[config.mk]
export PLATFORM = sky130hd
export DESIGN_NAME = mp3_bit_reservoir_control
export DESIGN_NICKNAME = d
export VERILOG_FILES = /design/src/rtl/mbrc_pkg.sv /design/src/rtl/mp3_bit_reservoir_control.sv
export SDC_FILE = /design/constraint.sdc
export NUM_CORES = 2
export LEC_CHECK = 0
export ABC_AREA = 1
export BUFFER_PORTS_ARGS = -buffer_cell sky130_fd_sc_hd__buf_2
export CORE_UTILIZATION = 30
export DETAILED_ROUTE_END_ITERATION = 16
export SKIP_CTS_REPAIR_TIMING = 1
export SLEW_MARGIN = 0
export SYNTH_ARGS = -nofsm -noshare
export SYNTH_HDL_FRONTEND = slang
export SYNTH_SLANG_ARGS = --single-unit
[constraint.sdc]
create_clock -name clk -period 26 [get_ports clk]
set_input_delay 2.6 -clock clk [delete_from_list [all_inputs] [get_ports clk]]
set_output_delay 2.6 -clock clk [all_outputs]
set_load 0.02 [all_outputs]
[src/rtl/mbrc_pkg.sv]
// Shared types, constants and arithmetic helpers for the bit reservoir control block.
`default_nettype none

package mbrc_pkg;

  // Event kinds carried in the input tuser
  typedef enum logic [1:0] {
    ACT_FRAME_BEGIN = 2'd0,
    ACT_GRAN_QUERY  = 2'd1,
    ACT_GRAN_ADJUST = 2'd2,
    ACT_FRAME_END   = 2'd3
  } action_t;

  // Configuration register indexes
  localparam logic [1:0] CFG_MPEG_ONE   = 2'd0;
  localparam logic [1:0] CFG_GRANULES   = 2'd1;
  localparam logic [1:0] CFG_CHANNELS   = 2'd2;

  // Frame and reservoir limits in bits
  localparam logic [14:0] MAX_FRAME_BITS = 15'(8 * 2047);
  localparam logic [11:0] CAP_MPEG1      = 12'(8 * 511);
  localparam logic [11:0] CAP_MPEG2      = 12'(8 * 255);

  // Output item layout, lowest bit first
  localparam int BUDGET_LSB = 0;
  localparam int TARGET_LSB = 16;
  localparam int EXTRA_LSB  = 32;
  localparam int STUFF_LSB  = 44;
  localparam int RESV_LSB   = 61;

  // Floor divide by 10 through a scaled reciprocal, exact below 2^18
  function automatic logic [14:0] div10(input logic [17:0] x);
    logic [35:0] p;
    p = 36'(x) * 36'd209716;
    return p[35:21];
  endfunction

  // Floor divide by 3 through a scaled reciprocal, exact below 2^17
  function automatic logic [12:0] div3(input logic [13:0] x);
    logic [29:0] p;
    p = 30'(x) * 30'd43691;
    return p[29:17];
  endfunction

endpackage

`default_nettype wire

[src/rtl/mp3_bit_reservoir_control.sv]
// Top level of the Layer III bit reservoir control block.
//
//  channel | direction | signals                       | content
//  --------+-----------+-------------------------------+--------------------------------
//  s_*     | in        | s_tvalid s_tready s_tdata s_tuser | one event item
//  m_*     | out       | m_tvalid m_tready m_tdata     | one result item per event
//  cfg_*   | in        | cfg_we cfg_index cfg_data     | register writes, no read-back
//
// Each event is worked out in the cycle it is accepted; its result shows in the output
// register in the next cycle, so an item can enter every cycle while no result is stalled.
// The reservoir size and limit update at the accept edge, so the next item sees them.
// The input stalls only while a result waits and m_tready is low.
// Synchronous active-high reset clears the reservoir, the limit and the output valid.
`default_nettype none

module mp3_bit_reservoir_control (
  input  wire logic        clk,
  input  wire logic        rst,
  input  wire logic        s_tvalid,
  output logic             s_tready,
  input  wire logic [47:0] s_tdata,   // granule_mean[13:0], frame_length[28:14], used_bits[40:29]
  input  wire logic [1:0]  s_tuser,   // action[1:0]
  output logic             m_tvalid,
  input  wire logic        m_tready,
  output logic [79:0]      m_tdata,   // frame_budget[15:0], target_bits[31:16],
                                      // borrow_bits[43:32], stuffing_bits[60:44],
                                      // reservoir_now[78:61]
  input  wire logic        cfg_we,
  input  wire logic [1:0]  cfg_index,
  input  wire logic [1:0]  cfg_data
);
  import mbrc_pkg::*;

  // Configuration registers
  logic       mpeg_one;
  logic [1:0] granules_per_frame;
  logic [1:0] channel_count;

  // Reservoir state
  logic signed [17:0] reservoir_size;
  logic [11:0]        reservoir_limit;
  logic signed [17:0] reservoir_size_next;
  logic [11:0]        reservoir_limit_next;

  // Result fields before the output register
  logic [15:0]        budget_next;
  logic [15:0]        target_next;
  logic [11:0]        extra_next;
  logic signed [16:0] stuff_next;

  // Input fields
  action_t     action;
  logic [13:0] granule_mean;
  logic [14:0] frame_length;
  logic [11:0] used_bits;

  logic accept;

  assign action       = action_t'(s_tuser);
  assign granule_mean = s_tdata[13:0];
  assign frame_length = s_tdata[28:14];
  assign used_bits    = s_tdata[40:29];

  assign s_tready = !m_tvalid || m_tready;
  assign accept   = s_tvalid && s_tready;

  // Frame begin terms
  logic [13:0]        lim_raw;
  logic [11:0]        cap;
  logic [11:0]        limit_new;
  logic signed [18:0] smaller;
  logic [15:0]        mean_gran;
  logic signed [19:0] budget_sum;

  // Granule query terms
  logic [15:0]        lim9;
  logic [14:0]        lim6;
  logic [17:0]        mean9;
  logic [14:0]        thr;
  logic [14:0]        cap6;
  logic [14:0]        target_low;
  logic               over_thr;
  logic signed [18:0] excess;
  logic [18:0]        target_sum;
  logic signed [18:0] min_sc;
  logic signed [19:0] extra_sum;

  // Granule adjust terms
  logic [13:0] share;

  // Frame end terms
  logic signed [17:0] size_rnd;
  logic signed [3:0]  smod;
  logic signed [18:0] size_trunc;
  logic signed [19:0] over;
  logic signed [18:0] drain;

  always_comb begin
    // Frame begin: limit from frame length, budget from mean and reservoir
    cap       = mpeg_one ? CAP_MPEG1 : CAP_MPEG2;
    lim_raw   = 14'(MAX_FRAME_BITS - frame_length);
    if (frame_length > MAX_FRAME_BITS) begin
      limit_new = '0;
    end else if (lim_raw > {2'b00, cap}) begin
      limit_new = cap;
    end else begin
      limit_new = lim_raw[11:0];
    end
    if (19'(reservoir_size) < $signed({7'd0, limit_new})) begin
      smaller = 19'(reservoir_size);
    end else begin
      smaller = $signed({7'd0, limit_new});
    end
    mean_gran  = 16'(granule_mean) * 16'(granules_per_frame);
    budget_sum = $signed({4'd0, mean_gran}) + 20'(smaller);

    // Granule query: 90 percent threshold and 60 percent borrow cap
    lim9       = {1'b0, reservoir_limit, 3'b000} + 16'(reservoir_limit);
    lim6       = {1'b0, reservoir_limit, 2'b00} + {2'b00, reservoir_limit, 1'b0};
    mean9      = {1'b0, granule_mean, 3'b000} + 18'(granule_mean);
    thr        = div10(18'(lim9));
    cap6       = div10(18'(lim6));
    target_low = div10(mean9);
    over_thr   = 19'(reservoir_size) > $signed({4'd0, thr});
    excess     = over_thr ? (19'(reservoir_size) - $signed({4'd0, thr})) : '0;
    target_sum = 19'(granule_mean) + 19'(excess);
    if (19'(reservoir_size) < $signed({4'd0, cap6})) begin
      min_sc = 19'(reservoir_size);
    end else begin
      min_sc = $signed({4'd0, cap6});
    end
    extra_sum = 20'(min_sc) - 20'(excess);

    // Granule adjust: mean share of one channel
    case (channel_count)
      2'd2:    share = {1'b0, granule_mean[13:1]};
      2'd3:    share = {1'b0, div3(granule_mean)};
      default: share = granule_mean;
    endcase

    // Frame end: odd stereo rounding, truncating remainder, overflow drain
    if (channel_count == 2'd2 && granule_mean[0]) begin
      size_rnd = reservoir_size + 18'sd1;
    end else begin
      size_rnd = reservoir_size;
    end
    if (size_rnd[17] && size_rnd[2:0] != 3'd0) begin
      smod = {1'b1, size_rnd[2:0]};
    end else begin
      smod = {1'b0, size_rnd[2:0]};
    end
    size_trunc = 19'(size_rnd) - 19'(smod);
    over       = 20'(size_trunc) - $signed({8'd0, reservoir_limit});
    drain      = 19'(size_rnd) - $signed({7'd0, reservoir_limit});

    // Defaults: unused result fields are zero, state holds
    budget_next          = '0;
    target_next          = '0;
    extra_next           = '0;
    stuff_next           = '0;
    reservoir_size_next  = reservoir_size;
    reservoir_limit_next = reservoir_limit;

    unique case (action)
      ACT_FRAME_BEGIN: begin
        reservoir_limit_next = limit_new;
        if (budget_sum < 0) begin
          budget_next = '0;
        end else if (budget_sum > 20'sd65535) begin
          budget_next = 16'hFFFF;
        end else begin
          budget_next = budget_sum[15:0];
        end
      end
      ACT_GRAN_QUERY: begin
        if (over_thr) begin
          target_next = (target_sum > 19'd65535) ? 16'hFFFF : target_sum[15:0];
        end else begin
          target_next = 16'(target_low);
        end
        extra_next = (extra_sum < 0) ? 12'd0 : extra_sum[11:0];
      end
      ACT_GRAN_ADJUST: begin
        reservoir_size_next = reservoir_size + $signed(18'(share)) - $signed(18'(used_bits));
      end
      ACT_FRAME_END: begin
        if (over > 0) begin
          reservoir_size_next = $signed({6'd0, reservoir_limit});
          stuff_next = (drain > 19'sd65535) ? 17'sd65535 : drain[16:0];
        end else begin
          reservoir_size_next = size_rnd - 18'(smod);
          stuff_next          = 17'(smod);
        end
      end
    endcase
  end

  // Configuration writes; an index past the list is dropped
  always_ff @(posedge clk) begin
    if (rst) begin
      mpeg_one           <= 1'b1;
      granules_per_frame <= 2'd2;
      channel_count      <= 2'd2;
    end else if (cfg_we) begin
      unique case (cfg_index)
        CFG_MPEG_ONE: mpeg_one           <= cfg_data[0];
        CFG_GRANULES: granules_per_frame <= cfg_data;
        CFG_CHANNELS: channel_count      <= cfg_data;
        default: ;
      endcase
    end
  end

  // Advance the reservoir state on each accepted item
  always_ff @(posedge clk) begin
    if (rst) begin
      reservoir_size  <= '0;
      reservoir_limit <= '0;
    end else if (accept) begin
      reservoir_size  <= reservoir_size_next;
      reservoir_limit <= reservoir_limit_next;
    end
  end

  // Output valid: set on accept, drop when taken
  always_ff @(posedge clk) begin
    if (rst) begin
      m_tvalid <= 1'b0;
    end else if (s_tready) begin
      m_tvalid <= s_tvalid;
    end
  end

  // Output payload: load on accept, hold while stalled
  always_ff @(posedge clk) begin
    if (accept) begin
      m_tdata <= {1'b0, reservoir_size_next, stuff_next, extra_next, target_next, budget_next};
    end
  end

endmodule

`default_nettype wire

==> results.cfg <==
[hold_path]
worstHoldEndpoint = m_tvalid
holdPathStages = 2
min_from = m_tvalid
hold_path.class = register to register

[floorplanning]
ios = 141
dieHeight_um = 331.5
start_util = 0.3035
fp-row-count = 120
die_x_um = 331.5
placeableCoreArea_um2 = 107400
die_area_um2 = 109900

[sta]
hold_viol = 0
rsz0062_at_grt = false
fin_crit_ns = 12.60
finalCritPeriodShare = 0.4848
max_freq_ghz = 0.07934
finalSetupViolations = 0
fin_skew_ns = 0.01976
worstMarginPinSlew_ns = 1.190
setup_tns_ns = 0
slew_headroom = 0.2069
drv_slew = 0

[route]
dr_total_vias = 27720
first_pass_iters = 6
vias_per_cell = 4.827
drc = 0
post_drt_wl_per_cell_um = 17.12
drtAntennaViolNets = 0
drtIter0Drc = 1676
drt-total-wl_um = 98300

[grt]
gr-total-overflow = 0
track_usage = 0.1800
grt_pass1_wl_um = 153600
grt_max_degree = 64
grt_pass1_vias = 27290
antenna_found_initial = 4

[critical_path]
r2r_start = reservoir_limit[2]
critPathLaunchType = register
critPathMaxFanout = 31
arrival_ns = 12.84
slowest_stage = dfxtp_1
r2r_end = m_tdata[29]
cp.required_ns = 26.23
crit_path_max_incr_delay_ns = 0.69
reg2reg_slack_ns = 13.40
r2r_cells = 58
cp_common_cell = nand2_1
cp-end-kind = register
crit_type = register to register

[final_layout]
area_delta_synth_final_pct = 8.922
nets = 5387
drive_gt1_frac = 0.05991
n_antenna_cell = 0

[run]
max_cap_violations = 0

[yosys]
yosysUniqueCellTypes = 60
yosysWarnings = 0
syn_nets = 5270
synth_area_um2 = 32580
ys_seq_area_frac = 0.09494
yosys.area.top_type = ha_1
synth_edf_count = 79
synth-seq-cells = 115
postSynthAreaPerCell_um2 = 7.738
synth_top_area_share = 0.2639
syn_inst = 4210
yosys-top-cells-area = ha_1 (26%), fa_1 (19%), inv_1 (11%)
async_flop_share = 0
synth_flop_cell = edfxtp_1

[place]
io_buffers = 132
gp_congestion = 0.9427
hpwl_um = 85640

[cts]
clk_latency_ns = 0.49
cts.sinks = 115
cts_max_level = 4
cts_tree = yes
clk_pin_slew_ns = 0.06
numCtsBuffers = 17
cts_root_buf = clkbuf_16
cts_buffer_depth = 2

[status]
status = completed
-- metrics by stage --
step	utilization	hold slack [ns]	instances	setup WS, ns	area, µm²
after detailed placement	0.3248	0.5129	5711	13.54	34870
after global placement	0.3248	0.4969	5711	13.58	34870
after CTS	0.3305	0.5308	5743	13.51	35480
final	0.3305	0.5257	5743	13.40	35480
after floorplan	-	0.4951	4210	15.80	32580
after global routing	0.3305	0.5945	5743	12.13	35480
-- worst max path at each step --
stage                  endpoint  cells after the start          startpoint  slack (ns)
floorplan           m_tdata[21]                     57  reservoir_limit[0]       15.80
global placement    m_tdata[30]                     58  reservoir_limit[1]       13.58
detailed placement  m_tdata[30]                     58  reservoir_limit[1]       13.54
CTS                 m_tdata[30]                     58  reservoir_limit[1]       13.51
global route        m_tdata[30]                     58  reservoir_limit[1]       12.13
finish              m_tdata[29]                     58  reservoir_limit[2]       13.40
-- cell families after synthesis --
group / after synthesis / synth area share
flops: 115 / 0.09494
xor+xnor: 197 / 0.05412
buf+inv: 973 / 0.1138
compound gates: 666 / 0.1127
fa+ha+maj: 1001 / 0.4568
simple gates: 1256 / 0.1674
other cells: 2 / 0.0002305
-- synth_stat cells, types with 51 or more instances --
master	instances
nand3_1	150
ha_1	687
nor3_1	51
a21oi_1	332
o21ai_0	197
edfxtp_1	79
xnor2_1	74
nand2_1	675
nor2_1	248
xor2_1	121
fa_1	314
inv_1	921
-- final cells by class --
cell class | count | area (µm²)
clock buffers | 17 | 425.4
repair buffers | 145 | 758.2
fillers | 11450 | 71870
inverters | 926 | 3478
well taps | 1403 | 1755
clock inverters | 15 | 192.7
multi-input cells | 3122 | 25780
flip-flops and latches | 115 | 3093
-- registers in the layout (all words and copies together), names as in the netlist --
name                count
m_tdata                79
m_tvalid                1
reservoir_size         18
granules_per_frame      2
mpeg_one                1
reservoir_limit        12
channel_count           2
-- layout by cell type (no fill, tap or decap), types with 7 or more instances in the layout --
| master | count |
|---|---|
| nand3_1 | 150 |
| o21a_1 | 11 |
| o22ai_1 | 10 |
| ha_1 | 687 |
| clkbuf_16 | 17 |
| a21oi_1 | 332 |
| nand2_1 | 675 |
| or2_2 | 14 |
| a21o_1 | 15 |
| a21boi_0 | 9 |
| nand4_1 | 38 |
| a31oi_1 | 11 |
| xnor2_1 | 74 |
| nor2_1 | 248 |
| edfxtp_1 | 79 |
| xor2_1 | 121 |
| o221ai_1 | 7 |
| inv_1 | 920 |
| o21bai_1 | 20 |
| nand2_2 | 24 |
| nand3_2 | 11 |
| o21ai_0 | 197 |
| a211oi_1 | 9 |
| o211ai_1 | 18 |
| nor4_1 | 15 |
| buf_2 | 132 |
| nor3_1 | 50 |
| buf_4 | 13 |
| dfxtp_1 | 36 |
| fa_1 | 314 |
-- routing by layer --
metal | global-route usage | up-vias | wire length, µm
met2 | 0.2782 | 703 | 42190
li1 | - | 13860 | -
met3 | 0.03344 | 92 | 6155
met1 | 0.2560 | 13070 | 47760
met5 | 0 | - | 0
met4 | 0.04463 | 0 | 2189
-- critical path: cells and delay by family (launching register included) --
kind	cells	cell delay, ns
AND/OR/NAND/NOR	26	2.86
adder cells (fa/ha/maj)	10	4.32
buffers and inverters	8	0.97
XOR/XNOR	2	1.13
flip-flops	1	0.69
AO/OA/AOI/OAI	12	2.36
Power is left out: the tool's default activity adds up to more than one toggle a clock period on the data nets, which glitch-free logic cannot reach.
